`src/design/i2cs_pkg.sv`:
```
package i2cs_pkg;

    localparam int BUFFER_DEPTH_DEF = 256;
    localparam int MID_DEPTH        = 2;
    localparam int OUT_DEPTH        = 4;

    localparam logic [2:0] OP_EVENT    = 3'd0;
    localparam logic [2:0] OP_START_WR = 3'd1;
    localparam logic [2:0] OP_START_RD = 3'd2;
    localparam logic [2:0] OP_WR_RD    = 3'd3;
    localparam logic [2:0] OP_BUF_WR   = 3'd4;
    localparam logic [2:0] OP_BUF_RD   = 3'd5;

    localparam logic       REG_BUFFER_LIMIT = 1'b0;
    localparam logic [8:0] LIMIT_RESET      = 9'd256;
    localparam logic [7:0] STATUS_MASK      = 8'hF8;

    localparam logic [7:0] ST_START        = 8'h08;
    localparam logic [7:0] ST_RSTART       = 8'h10;
    localparam logic [7:0] ST_MT_SLA_ACK   = 8'h18;
    localparam logic [7:0] ST_MT_SLA_NACK  = 8'h20;
    localparam logic [7:0] ST_MT_DATA_ACK  = 8'h28;
    localparam logic [7:0] ST_MT_DATA_NACK = 8'h30;
    localparam logic [7:0] ST_ARB_LOST     = 8'h38;
    localparam logic [7:0] ST_MR_SLA_ACK   = 8'h40;
    localparam logic [7:0] ST_MR_SLA_NACK  = 8'h48;
    localparam logic [7:0] ST_MR_DATA_ACK  = 8'h50;
    localparam logic [7:0] ST_MR_DATA_NACK = 8'h58;
    localparam logic [7:0] ST_SR_SLA_ACK   = 8'h60;
    localparam logic [7:0] ST_SR_ARB_SLA   = 8'h68;
    localparam logic [7:0] ST_SR_GCALL     = 8'h70;
    localparam logic [7:0] ST_SR_ARB_GCALL = 8'h78;
    localparam logic [7:0] ST_SR_DATA_ACK  = 8'h80;
    localparam logic [7:0] ST_SR_DATA_NACK = 8'h88;
    localparam logic [7:0] ST_SR_GDAT_ACK  = 8'h90;
    localparam logic [7:0] ST_SR_GDAT_NACK = 8'h98;
    localparam logic [7:0] ST_SR_STOP      = 8'hA0;
    localparam logic [7:0] ST_ST_SLA_ACK   = 8'hA8;
    localparam logic [7:0] ST_ST_ARB_SLA   = 8'hB0;
    localparam logic [7:0] ST_ST_DATA_ACK  = 8'hB8;
    localparam logic [7:0] ST_ST_DATA_NACK = 8'hC0;
    localparam logic [7:0] ST_ST_LAST_ACK  = 8'hC8;

    typedef enum logic [2:0] {
        CMD_NONE    = 3'd0,
        CMD_START   = 3'd1,
        CMD_ACK     = 3'd2,
        CMD_NACK    = 3'd3,
        CMD_SEND    = 3'd4,
        CMD_STOP    = 3'd5,
        CMD_RESTART = 3'd6
    } t_cmd;

    typedef enum logic [2:0] {
        K_NOP,
        K_EVENT,
        K_START,
        K_BUF_WR,
        K_BUF_RD
    } t_kind;

    typedef enum logic [1:0] {
        XF_WRITE      = 2'd0,
        XF_READ       = 2'd1,
        XF_WRITE_READ = 2'd2
    } t_xfer;

    typedef struct packed {
        logic [2:0]  operation;
        logic [6:0]  slave_address;
        logic [15:0] write_count;
        logic [15:0] read_count;
        logic [7:0]  bus_status;
        logic [7:0]  bus_byte;
        logic [7:0]  buffer_index;
        logic [7:0]  buffer_data;
    } t_in_word;

    typedef struct packed {
        logic [2:0] bus_command;
        logic       transmit_valid;
        logic [7:0] transmit_byte;
        logic       done_res;
        logic [7:0] done_status;
        logic       busy_res;
        logic [8:0] received_length;
        logic [7:0] read_data;
    } t_out_word;

    typedef struct packed {
        t_kind      kind;
        t_xfer      xfer;
        logic [6:0] address;
        logic [8:0] send_cnt;
        logic [8:0] recv_cnt;
        logic [7:0] status;
        logic [7:0] bus_byte;
        logic [7:0] buf_index;
        logic [7:0] buf_data;
    } t_task;

    function automatic logic [8:0] eff_limit(input logic [8:0] limit, input int depth);
        if ({23'd0, limit} < depth) begin
            return limit;
        end
        return 9'(depth);
    endfunction

    function automatic logic [8:0] clamp_count(input logic [15:0] n, input logic [8:0] lim);
        if (n > {7'd0, lim}) begin
            return lim;
        end
        return n[8:0];
    endfunction

endpackage

```
`src/design/i2cs_fifo.sv`:
```
module i2cs_fifo #(
    parameter type T     = logic,
    parameter int  DEPTH = 2
) (
    input  logic                       i_clk,
    input  logic                       i_rst_n,
    input  logic                       i_push,
    input  T                           i_wdata,
    output logic                       o_full,
    input  logic                       i_pop,
    output T                           o_rdata,
    output logic                       o_empty,
    output logic [$clog2(DEPTH):0]     o_count
);
    localparam int AW = $clog2(DEPTH);

    T               r_mem [DEPTH];
    logic [AW-1:0]  r_wptr;
    logic [AW-1:0]  r_rptr;
    logic [AW:0]    r_count;
    logic           do_push;
    logic           do_pop;

    assign o_full  = (r_count == (AW + 1)'(DEPTH));
    assign o_empty = (r_count == '0);
    assign o_count = r_count;
    assign o_rdata = r_mem[r_rptr];
    assign do_push = i_push && !o_full;
    assign do_pop  = i_pop && !o_empty;

    always_ff @(posedge i_clk) begin
        if (!i_rst_n) begin
            r_wptr  <= '0;
            r_rptr  <= '0;
            r_count <= '0;
        end else begin
            if (do_push) begin
                r_wptr <= r_wptr + 1'b1;
            end
            if (do_pop) begin
                r_rptr <= r_rptr + 1'b1;
            end
            if (do_push && !do_pop) begin
                r_count <= r_count + 1'b1;
            end else if (do_pop && !do_push) begin
                r_count <= r_count - 1'b1;
            end
        end
    end

    always_ff @(posedge i_clk) begin
        if (do_push) begin
            r_mem[r_wptr] <= i_wdata;
        end
    end
endmodule

```
`src/design/i2cs_front.sv`:
```
module i2cs_front #(
    parameter int BUFFER_DEPTH = 256
) (
    input  i2cs_pkg::t_in_word i_in,
    input  logic [8:0]         i_limit,
    output i2cs_pkg::t_task    o_task
);
    import i2cs_pkg::*;

    logic [8:0] lim;

    assign lim = eff_limit(i_limit, BUFFER_DEPTH);

    always_comb begin
        o_task           = '0;
        o_task.address   = i_in.slave_address;
        o_task.send_cnt  = clamp_count(i_in.write_count, lim);
        o_task.recv_cnt  = clamp_count(i_in.read_count, lim);
        o_task.status    = i_in.bus_status & STATUS_MASK;
        o_task.bus_byte  = i_in.bus_byte;
        o_task.buf_index = i_in.buffer_index;
        o_task.buf_data  = i_in.buffer_data;
        o_task.xfer      = XF_WRITE;
        unique case (i_in.operation)
            OP_EVENT: begin
                o_task.kind = K_EVENT;
            end
            OP_START_WR: begin
                o_task.kind = K_START;
                o_task.xfer = XF_WRITE;
            end
            OP_START_RD: begin
                o_task.kind = K_START;
                o_task.xfer = XF_READ;
            end
            OP_WR_RD: begin
                o_task.kind = K_START;
                o_task.xfer = XF_WRITE_READ;
            end
            OP_BUF_WR: begin
                o_task.kind = K_BUF_WR;
            end
            OP_BUF_RD: begin
                o_task.kind = K_BUF_RD;
            end
            default: begin
                o_task.kind = K_NOP;
            end
        endcase
    end
endmodule

```
`src/design/i2cs_back.sv`:
```
module i2cs_back #(
    parameter int BUFFER_DEPTH = 256
) (
    input  logic                 i_clk,
    input  logic                 i_rst_n,
    input  logic                 i_valid,
    input  i2cs_pkg::t_task      i_task,
    output logic                 o_take,
    input  logic [8:0]           i_limit,
    input  logic [$clog2(i2cs_pkg::OUT_DEPTH):0] i_out_count,
    output logic                 o_valid,
    output i2cs_pkg::t_out_word  o_word
);
    import i2cs_pkg::*;

    localparam int AW = (BUFFER_DEPTH > 1) ? $clog2(BUFFER_DEPTH) : 1;
    localparam int CW = $clog2(OUT_DEPTH) + 2;

    logic [7:0]  r_mem [BUFFER_DEPTH];
    logic [7:0]  r_mem_q;

    logic [8:0]  r_pos, n_pos;
    logic [8:0]  r_send, n_send;
    logic [8:0]  r_recv, n_recv;
    logic [6:0]  r_addr, n_addr;
    t_xfer       r_xfer, n_xfer;
    logic        r_phase, n_phase;
    logic        r_busy, n_busy;
    logic [8:0]  r_slen, n_slen;

    logic        r_s2_valid;
    t_out_word   r_s2;
    logic        r_tb_mem;
    logic        r_rd_mem;
    logic        r_mem_ok;

    t_out_word   res;
    logic        tb_mem;
    logic        rd_mem;
    logic        mem_ok;
    logic        mem_we;
    logic [31:0] mem_wa;
    logic [31:0] mem_ra;
    logic [7:0]  mem_wd;
    logic [8:0]  lim;
    logic [8:0]  p;

    function automatic logic fits(input logic [31:0] a);
        return a < 32'(BUFFER_DEPTH);
    endfunction

    assign lim    = eff_limit(i_limit, BUFFER_DEPTH);
    assign o_take = i_valid &&
                    ((CW'(i_out_count) + CW'(r_s2_valid)) < CW'(OUT_DEPTH));

    always_comb begin
        n_pos   = r_pos;
        n_send  = r_send;
        n_recv  = r_recv;
        n_addr  = r_addr;
        n_xfer  = r_xfer;
        n_phase = r_phase;
        n_busy  = r_busy;
        n_slen  = r_slen;
        res     = '0;
        tb_mem  = 1'b0;
        rd_mem  = 1'b0;
        mem_ok  = 1'b0;
        mem_we  = 1'b0;
        mem_wa  = {23'd0, r_pos};
        mem_wd  = i_task.bus_byte;
        mem_ra  = {23'd0, r_pos};
        p       = '0;
        res.bus_command = CMD_NONE;
        unique case (i_task.kind)
            K_START: begin
                n_busy = 1'b1;
                if (i_task.xfer != XF_READ) begin
                    n_send = i_task.send_cnt;
                end
                if (i_task.xfer != XF_WRITE) begin
                    n_recv = i_task.recv_cnt;
                end
                n_xfer  = i_task.xfer;
                n_phase = (i_task.xfer == XF_READ);
                n_addr  = i_task.address;
                res.bus_command = CMD_START;
            end
            K_BUF_WR: begin
                mem_wa = {24'd0, i_task.buf_index};
                mem_wd = i_task.buf_data;
                mem_we = fits(mem_wa);
            end
            K_BUF_RD: begin
                mem_ra = {24'd0, i_task.buf_index};
                rd_mem = 1'b1;
                mem_ok = fits(mem_ra);
            end
            K_EVENT: begin
                unique case (i_task.status)
                    ST_START, ST_RSTART: begin
                        n_pos = '0;
                        res.transmit_valid = 1'b1;
                        res.transmit_byte  = {r_addr, r_phase};
                        res.bus_command    = CMD_ACK;
                    end
                    ST_MT_SLA_ACK, ST_MT_DATA_ACK: begin
                        if (r_pos == r_send) begin
                            if (r_xfer == XF_WRITE_READ) begin
                                n_phase = 1'b1;
                                res.bus_command = CMD_START;
                            end else begin
                                res.done_res    = 1'b1;
                                res.bus_command = CMD_STOP;
                                n_busy          = 1'b0;
                            end
                        end else begin
                            res.transmit_valid = 1'b1;
                            tb_mem = 1'b1;
                            mem_ok = fits(mem_ra);
                            n_pos  = r_pos + 1'b1;
                            res.bus_command = CMD_SEND;
                        end
                    end
                    ST_MR_DATA_ACK, ST_MR_SLA_ACK: begin
                        if (i_task.status == ST_MR_DATA_ACK) begin
                            mem_we = (r_pos < lim);
                            n_pos  = r_pos + 1'b1;
                        end
                        res.bus_command = (({1'b0, n_pos} + 10'd1) == {1'b0, r_recv}) ?
                                          CMD_NACK : CMD_ACK;
                    end
                    ST_MR_DATA_NACK: begin
                        mem_we = (r_pos < lim);
                        n_pos  = r_pos + 1'b1;
                        res.done_res    = 1'b1;
                        res.bus_command = CMD_STOP;
                        n_busy          = 1'b0;
                    end
                    ST_SR_SLA_ACK, ST_SR_ARB_SLA, ST_SR_GCALL, ST_SR_ARB_GCALL: begin
                        n_pos = '0;
                        res.bus_command = CMD_ACK;
                    end
                    ST_SR_DATA_ACK, ST_SR_GDAT_ACK: begin
                        if (r_pos < lim) begin
                            mem_we = 1'b1;
                            n_pos  = r_pos + 1'b1;
                        end
                        res.bus_command = CMD_ACK;
                    end
                    ST_SR_STOP: begin
                        n_slen = r_pos;
                        res.done_res    = 1'b1;
                        res.bus_command = CMD_ACK;
                    end
                    ST_ST_SLA_ACK, ST_ST_ARB_SLA, ST_ST_DATA_ACK: begin
                        p = (i_task.status == ST_ST_DATA_ACK) ? r_pos : 9'd0;
                        mem_ra = {23'd0, p};
                        n_pos  = p;
                        if (p < lim) begin
                            res.transmit_valid = 1'b1;
                            tb_mem = 1'b1;
                            mem_ok = fits(mem_ra);
                            n_pos  = p + 1'b1;
                        end
                        res.bus_command = CMD_ACK;
                    end
                    ST_SR_DATA_NACK, ST_SR_GDAT_NACK, ST_ST_DATA_NACK, ST_ST_LAST_ACK: begin
                        res.bus_command = CMD_ACK;
                    end
                    ST_MT_SLA_NACK, ST_MT_DATA_NACK, ST_MR_SLA_NACK: begin
                        res.done_res    = 1'b1;
                        res.done_status = i_task.status;
                        res.bus_command = CMD_RESTART;
                    end
                    default: begin
                        res.bus_command = CMD_RESTART;
                    end
                endcase
            end
            default: begin
                res.bus_command = CMD_NONE;
            end
        endcase
        res.busy_res        = n_busy;
        res.received_length = n_slen;
    end

    always_ff @(posedge i_clk) begin
        if (!i_rst_n) begin
            r_pos      <= '0;
            r_send     <= '0;
            r_recv     <= '0;
            r_addr     <= '0;
            r_xfer     <= XF_WRITE;
            r_phase    <= 1'b0;
            r_busy     <= 1'b0;
            r_slen     <= '0;
            r_s2_valid <= 1'b0;
        end else begin
            r_s2_valid <= o_take;
            if (o_take) begin
                r_pos   <= n_pos;
                r_send  <= n_send;
                r_recv  <= n_recv;
                r_addr  <= n_addr;
                r_xfer  <= n_xfer;
                r_phase <= n_phase;
                r_busy  <= n_busy;
                r_slen  <= n_slen;
            end
        end
    end

    always_ff @(posedge i_clk) begin
        if (o_take) begin
            r_s2     <= res;
            r_tb_mem <= tb_mem;
            r_rd_mem <= rd_mem;
            r_mem_ok <= mem_ok;
        end
    end

    always_ff @(posedge i_clk) begin
        if (o_take && mem_we) begin
            r_mem[mem_wa[AW-1:0]] <= mem_wd;
        end
        if (o_take) begin
            r_mem_q <= r_mem[mem_ra[AW-1:0]];
        end
    end

    always_comb begin
        o_word = r_s2;
        if (r_tb_mem) begin
            o_word.transmit_byte = r_mem_ok ? r_mem_q : 8'd0;
        end
        if (r_rd_mem) begin
            o_word.read_data = r_mem_ok ? r_mem_q : 8'd0;
        end
    end

    assign o_valid = r_s2_valid;
endmodule

```
`src/design/i2c_master_slave_sequencer_top.sv`:
```
// Two-wire bus sequencer, master and slave. Push one word per cycle while
// o_full is low: a bus event, a master start, or a buffer access; every
// word gives exactly one result word, in order. The sustained rate is one
// word per clock while the result queue has room, set by the back stage that
// updates the transfer state and makes at most one write and one registered
// read of the byte buffer per cycle. A decode stage and a two-word queue sit
// in front of it, a four-word result queue behind it. buffer_limit sits at
// byte address 0 of the register port and resets to 256; the buffer is
// undefined until written.
module i2c_master_slave_sequencer_top #(
    parameter int BUFFER_DEPTH = i2cs_pkg::BUFFER_DEPTH_DEF
) (
    input  logic                i_clk,
    input  logic                i_rst_n,
    input  logic                i_push,
    output logic                o_full,
    input  i2cs_pkg::t_in_word  i_in,
    output logic                o_empty,
    input  logic                i_pop,
    output i2cs_pkg::t_out_word o_out,
    input  logic                psel,
    input  logic                penable,
    input  logic                pwrite,
    input  logic [2:0]          paddr,
    input  logic [31:0]         pwdata,
    output logic [31:0]         prdata,
    output logic                pready
);
    import i2cs_pkg::*;

    localparam int OCW = $clog2(OUT_DEPTH) + 1;
    localparam int MCW = $clog2(MID_DEPTH) + 1;

    logic [8:0]     r_limit;
    t_task          front_task;
    t_task          mid_task;
    logic           mid_empty;
    logic           mid_take;
    logic [MCW-1:0] mid_count;
    logic           back_valid;
    t_out_word      back_word;
    logic [OCW-1:0] out_count;
    logic           out_full;

    assign pready = 1'b1;
    assign prdata = (paddr[2] == REG_BUFFER_LIMIT) ? {23'd0, r_limit} : 32'd0;

    always_ff @(posedge i_clk) begin
        if (!i_rst_n) begin
            r_limit <= LIMIT_RESET;
        end else if (psel && penable && pwrite && (paddr[2] == REG_BUFFER_LIMIT)) begin
            r_limit <= pwdata[8:0];
        end
    end

    i2cs_front #(.BUFFER_DEPTH(BUFFER_DEPTH)) u_front (
        .i_in    (i_in),
        .i_limit (r_limit),
        .o_task  (front_task)
    );

    i2cs_fifo #(.T(t_task), .DEPTH(MID_DEPTH)) u_mid (
        .i_clk   (i_clk),
        .i_rst_n (i_rst_n),
        .i_push  (i_push),
        .i_wdata (front_task),
        .o_full  (o_full),
        .i_pop   (mid_take),
        .o_rdata (mid_task),
        .o_empty (mid_empty),
        .o_count (mid_count)
    );

    i2cs_back #(.BUFFER_DEPTH(BUFFER_DEPTH)) u_back (
        .i_clk       (i_clk),
        .i_rst_n     (i_rst_n),
        .i_valid     (!mid_empty && (mid_count != '0)),
        .i_task      (mid_task),
        .o_take      (mid_take),
        .i_limit     (r_limit),
        .i_out_count (out_count),
        .o_valid     (back_valid),
        .o_word      (back_word)
    );

    i2cs_fifo #(.T(t_out_word), .DEPTH(OUT_DEPTH)) u_out (
        .i_clk   (i_clk),
        .i_rst_n (i_rst_n),
        .i_push  (back_valid),
        .i_wdata (back_word),
        .o_full  (out_full),
        .i_pop   (i_pop),
        .o_rdata (o_out),
        .o_empty (o_empty),
        .o_count (out_count)
    );
endmodule

```
`config.mk`:
```
export PLATFORM = sky130hd
export DESIGN_NAME = i2c_master_slave_sequencer_top
export DESIGN_NICKNAME = d
export VERILOG_FILES = /design/src/design/i2cs_pkg.sv /design/src/design/i2cs_fifo.sv /design/src/design/i2cs_front.sv /design/src/design/i2cs_back.sv /design/src/design/i2c_master_slave_sequencer_top.sv
export SDC_FILE = /design/constraint.sdc
export NUM_CORES = 2
export LEC_CHECK = 0
export ABC_AREA = 0
export BUFFER_PORTS_ARGS = -buffer_cell sky130_fd_sc_hd__buf_2
export CORE_ASPECT_RATIO = 0.5
export CORE_UTILIZATION = 55
export DETAILED_ROUTE_END_ITERATION = 7
export PLACE_DENSITY = 0.71
export REMOVE_ABC_BUFFERS = 1
export SKIP_LAST_GASP = 1
export SYNTH_ARGS = -nofsm -noshare
export SYNTH_HDL_FRONTEND = slang
export SYNTH_SLANG_ARGS = --single-unit
```
`constraint.sdc`:
```
create_clock -name i_clk -period 5.6 [get_ports i_clk]
set_input_delay 0.28 -clock i_clk [delete_from_list [all_inputs] [get_ports i_clk]]
set_output_delay 0.28 -clock i_clk [all_outputs]
set_load 0.01 [all_outputs]
```
# Yosys cells after proc, flatten, opt, wreduce, memory -nomap -nowiden
# Memory sizes are Yosys's and may differ from the RTL's. A register that Yosys moved wholly into a read port is not among the register bits.
# Cells that the tools add are included.
dict set report totals {
  mem_count 3
  mem_bits_rw 2322
  inputBits 116
  register_bits 102
  elab_cells 215
  out_inout_bits 74
}
dict set report op_classes {
  n_reduce_logical 48
  n_eq_ne 45
  add_sub_neg 12
  magnitude_cmp 8
  bitwise_logic 1
  mux 72
}
# memory words word_bits read_ports rd_clocked_by_memory_dff wr line
set mem_list {}
lappend mem_list {u_back.r_mem 256 8 1 1 1 i2cs_back.sv:19} ;# logic [7:0] r_mem [BUFFER_DEPTH];
lappend mem_list {u_out.r_mem 4 39 1 1 1 i2cs_fifo.sv:17} ;# T r_mem [DEPTH];
lappend mem_list {u_mid.r_mem 2 59 1 1 1 i2cs_fifo.sv:17}
# op count
set op_table {}
lappend op_table {{$mux 9} 16}
lappend op_table {{$eq 8x8->1 const B} 10}
lappend op_table {{$eq 8x7->1 const B} 8}
lappend op_table {{$pmux 9 s6} 1}
lappend op_table {{$mux 8} 6}
lappend op_table {{$gt 16x9->1} 2}
lappend op_table {{$lt 9x9->1 const B} 3}
lappend op_table {{$mux 1} 26}
lappend op_table {{$eq 8x6->1 const B} 3}
lappend op_table {{$pmux 3 s4} 2}
lappend op_table {{$add 9x1->9 const B} 2}
lappend op_table {{$lt 9x9->1} 2}
lappend op_table {{$eq 8x5->1 const B} 2}
lappend op_table {{$pmux 1 s2} 8}
lappend op_table {{$pmux 8 s2} 1}
lappend op_table {{$reduce_or 16->1} 1}
lappend op_table {{$logic_and 1x1->1} 14}
lappend op_table {{$eq 3x2->1 const B} 4}
lappend op_table {{$eq 3x3->1 const B} 4}
lappend op_table {{$mux 3} 4}
lappend op_table {{$add 9x1->10 const B} 1}
lappend op_table {{$eq 10x9->1} 1}
lappend op_table {{$reduce_and 5->1} 2}
lappend op_table {{$reduce_bool 2->1} 5}
lappend op_table {{other kinds (29)} 58}

# Depth between registers and ports, before layout
dict set report depth {
  ltp_word 10
  depth_mapped 19
  depth_no_buf 14
}

# By module
# Synthesis repeated with hierarchy kept, for this count alone.
dict set report hier_totals {
  cells_unflattened 7117
  area_unflattened_um2 99621.8
}
# module seq_area_each_um2 cells_each instances area_each_um2
set by_module_without_submodules {}
lappend by_module_without_submodules {i2cs_back 63721.1 6440 1 87087.3}
lappend by_module_without_submodules {{i2cs_fifo (u_out)} 4864.7 251 1 6100.9}
lappend by_module_without_submodules {{i2cs_fifo (u_mid)} 3823.7 218 1 4705.8}
lappend by_module_without_submodules {i2cs_front 0.0 131 1 1081.0}
lappend by_module_without_submodules {i2c_master_slave_sequencer_top 180.2 77 1 646.9}

# Worst setup path after synthesis
# No wires, ideal clock.
dict set report synth_timing {
  kind {register to register}
  from {register with a tool-made name}
  to {memory u_back.r_mem[0][4], data pin}
  slack_ns 1.243
  arrival_ns 3.806
  path_buffers 5
  stages_incl_launch_ff 7
  synth_period_minus_slack_ns 4.357
  required_time_ns 5.049
  setup_time_ns 0.551
  path_cell_list {dfxtp_1 buf_6 buf_4 buf_2 buf_1 buf_1 mux4_2}
}
# element line
set synth_rtl {}
lappend synth_rtl {{to (decl)} i2cs_back.sv:19}

==> results.py <==
metrics = {
    "floorplanning": {
        "die_width_um": 591,
        "core_um2": 171000,
        "start_util_pct": 55.7,
        "die-area_um2": 175000,
        "rows": 107,
        "die_h_um": 297,
        "io_pins": 190,
    },
    "worst_hold_path": {
        "whs_path_depth": 4,
        "hold_class": "primary input to flip-flop",
    },
    "synthesis": {
        "synth_edf_count": 2349,
        "synth-seq-area-share_pct": 75.3,
        "synth_ff_type": "edfxtp_1",
        "yosys_warnings": 0,
        "syn-cell-area_um2": 95500,
        "synth_cell_type_count": 89,
        "synth_seq_cells": 2420,
        "syn_area_per_cell_um2": 19.8,
        "syn_inst": 4821,
        "async_flop_share_pct": 0,
    },
    "global_routing": {
        "overflow": 0,
        "grtUsageMet3_pct": 5.36,
        "grt_use_total_pct": 25.3,
        "busiest_layer": "met2",
        "grt_util_met2_pct": 39.9,
        "use_met1_pct": 36.3,
        "grt_pass1_wl_mm": 322,
        "antenna_found_initial": 6,
        "grt_max_degree": 109,
        "grt_pass1_vias": 48600,
    },
    "pwr": {
        "leakage_nw": 34.0,
        "irDropWorstVdd_mv": 0.374,
        "power_w": 0.0451,
        "p_per_area_nw_per_um2": 424,
    },
    "setup_path": {
        "worstPathRequired_ps": 6060,
        "max_stage_delay_ps": 920,
        "slowest_stage": "nor2_1",
        "cp.arrival_ps": 5570,
        "rr_worst_depth": 10,
        "start_kind": "flip-flop",
        "critical_path_class": "flip-flop to flip-flop",
        "crit_chain": "buf_4, buf_4, mux2i_1, a31oi_1, nor4_1, a21boi_0, nor4_1, buf_4, nand2_1, nor2_1",
        "cp-end-kind": "flip-flop",
        "cp_max_fo": 20,
        "path_common_cell": "buf_4",
    },
    "timing": {
        "hold_ws_ps": 75.1,
        "finalClockSkew_ps": 31.0,
        "worst_pin_slew_ps": 1290,
        "rsz0062_at_grt": "false",
        "fin_crit_sh_pct": 91.4,
        "drv_slew": 0,
        "maxSlewHeadroom_pct": 14.3,
        "hold_viol": 0,
        "max_freq_mhz": 195,
        "min_period_ps": 5120,
        "final-setup-viol-count": 0,
    },
    "place": {
        "io_buffers": 134,
        "dp_hpwl_mm": 134,
        "placed_cell_area_um2": 99100,
        "place_congestion": 0.871,
        "dp.cells": 7110,
    },
    "status": {
        "outcome": "finished clean",
    },
    "route": {
        "drtPass1Iterations": 6,
        "drtIter0Drc": 6414,
        "wirelength_mm": 221,
        "antenna_left": 0,
        "vias_per_cell": 6.46,
        "routedWlPerCell_um": 29.3,
        "drc": 0,
        "num_vias": 48800,
    },
    "finish": {
        "design_area_um2": 106000,
        "fin_util_pct": 62.0,
        "drive_above_1_share_pct": 22.9,
        "syn2layout_area_growth_pct": 11.2,
        "finalNonFillerCells": 7553,
        "nNetsFinal": 5254,
        "fillers": 11600,
    },
    "clock_tree": {
        "insertion_delay_ps": 840,
        "cts_setup_buffers": 0,
        "clockRootBuffer": "clkbuf_16",
        "cts_buffers": 202,
        "cts_max_path_buffers": 3,
        "clkTransAtPathRegs_ps": 70,
        "htreeDepth": 4,
        "cts_sinks": 2420,
        "cts_tree": "built",
    },
    "job": {
        "max_cap_violations": 0,
    },
}
## synthesized netlist by cell type (42+ instances only)
master       n  area share [%]
buf_4       53            0.42
mux4_2     523              12
buf_2       60            0.31
clkbuf_1   120            0.47
edfxtp_1  2349              74
nor2_1     316             1.2
ha_1        43            0.56
a21oi_1    123            0.64
mux2_2      77            0.91
o21ai_0     47            0.25
a22oi_1    224             1.8
nor4_1      48            0.31
dfxtp_1     71             1.5
nand2_1    173            0.68
mux2i_1     45            0.47
a31oi_1     42            0.28
## path summary, 6_finish.rpt
kind	start	slack, ps	end
min	penable	80	r_limit[1]
max	flip-flop	480	u_back.r_mem[181][6]
max reg2reg	flip-flop	480	u_back.r_mem[181][6]
min reg2reg	r_limit[6]	490	r_limit[6]
## worst max-delay path, delay by kind of cell (launching register included)
family | cells | cell delay, ps
simple gates | 4 | 1950
mux | 1 | 800
flops | 1 | 520
buf+inv | 3 | 980
compound gates | 2 | 440
## state kept, by name (all words and copies together) (netlist names), 2 cells and up, named ones only
| signal | cells |
|---|---|
| u_out.r_wptr | 2 |
| u_back.r_s2 | 8 |
| u_back.r_send | 9 |
| u_back.r_pos | 9 |
| u_out.o_count | 3 |
| u_back.r_slen | 9 |
| u_back.o_word | 20 |
| u_out.r_mem | 144 |
| u_back.r_mem | 2048 |
| u_out.r_rptr | 2 |
| u_back.r_xfer | 2 |
| r_limit | 9 |
| u_mid.o_count | 2 |
| u_back.r_addr | 7 |
| u_back.r_recv | 9 |
| u_mid.r_mem | 118 |
| u_back.r_mem_q | 8 |
## layer usage
| metal | part of all wire, % | routed length (um) | up-vias |
|---|---|---|---|
| li1 | - | - | 20300 |
| met1 | 40 | 87700 | 25500 |
| met2 | 47 | 105000 | 2691 |
| met3 | 11 | 23300 | 317 |
| met4 | 2.3 | 5100 | 2 |
| met5 | 0.0059 | 13 | - |
## what timing repair did
action                                  4_1_cts  5_1_grt
endpoints found under the setup margin        0        0
hold buffers                                 69        0
resized for setup                             0        0
hold endpoints to repair                    132        0
## stage by stage
stage	setup TNS [ps]	worst slack (ps)
4_1_cts	0	493
3_3_place_gp	0	623
3_5_place_dp	0	524
6_report	0	484
5_1_grt	0	156
2_1_floorplan	-547210	-29310
## final cells by class
class                   instances  area, um2  area share [%]
flip-flops and latches       2420      72000            67.7
multi-input cells            2084      22000            20.7
clock buffers                 252       5380            5.06
repair buffers                352       2890            2.72
well taps                    2289       2860            2.70
clock inverters               121       1030           0.974
inverters                      34        133           0.125
diodes                          1       2.50         0.00236
## logic make-up (layout without fill, tap and decap cells)
family	Yosys count	in the layout	synth area share (%)
muxes	669	669	14.0
buffers and inverters	343	759	1.93
and+or+nand+nor	714	714	3.43
adders and majority gates	44	44	0.584
xor gates and xnor gates	45	45	0.413
AOI/OAI and AO/OA	584	584	4.31
other	2	29	0.00786
DFF	2420	2420	75.3
## cell usage in the layout (no fill, tap or decap), drive strengths merged, types with 13 or more instances in the layout
| master | netlist | final |
|---|---|---|
| a22oi | 224 | 224 |
| a21boi | 16 | 16 |
| nor3b | 13 | 13 |
| mux2i | 45 | 45 |
| ha | 43 | 43 |
| dlygate4sd3 | 0 | 69 |
| nor4 | 48 | 48 |
| and2 | 37 | 37 |
| a21oi | 125 | 125 |
| buf | 189 | 283 |
| edfxtp | 2349 | 2349 |
| clkbuf | 120 | 252 |
| and3 | 19 | 19 |
| a31oi | 43 | 43 |
| bufinv | 0 | 17 |
| nor2 | 316 | 316 |
| mux4 | 523 | 523 |
| nor2b | 21 | 21 |
| dfxtp | 71 | 71 |
| nand3 | 25 | 25 |
| clkinv | 1 | 93 |
| o21ai | 48 | 48 |
| inv | 33 | 41 |
| o21a | 19 | 19 |
| conb | 2 | 28 |
| xnor2 | 36 | 36 |
| o211a | 27 | 27 |
| nand2 | 173 | 173 |
| mux2 | 101 | 101 |
| a221oi | 31 | 31 |
## where the power goes
group          internal, W  total, W  switching, W
Combinational      0.00280   0.00838       0.00558
Clock              0.00758    0.0139       0.00630
Sequential          0.0224    0.0228      0.000362
Power figures use the tool's default switching activity.
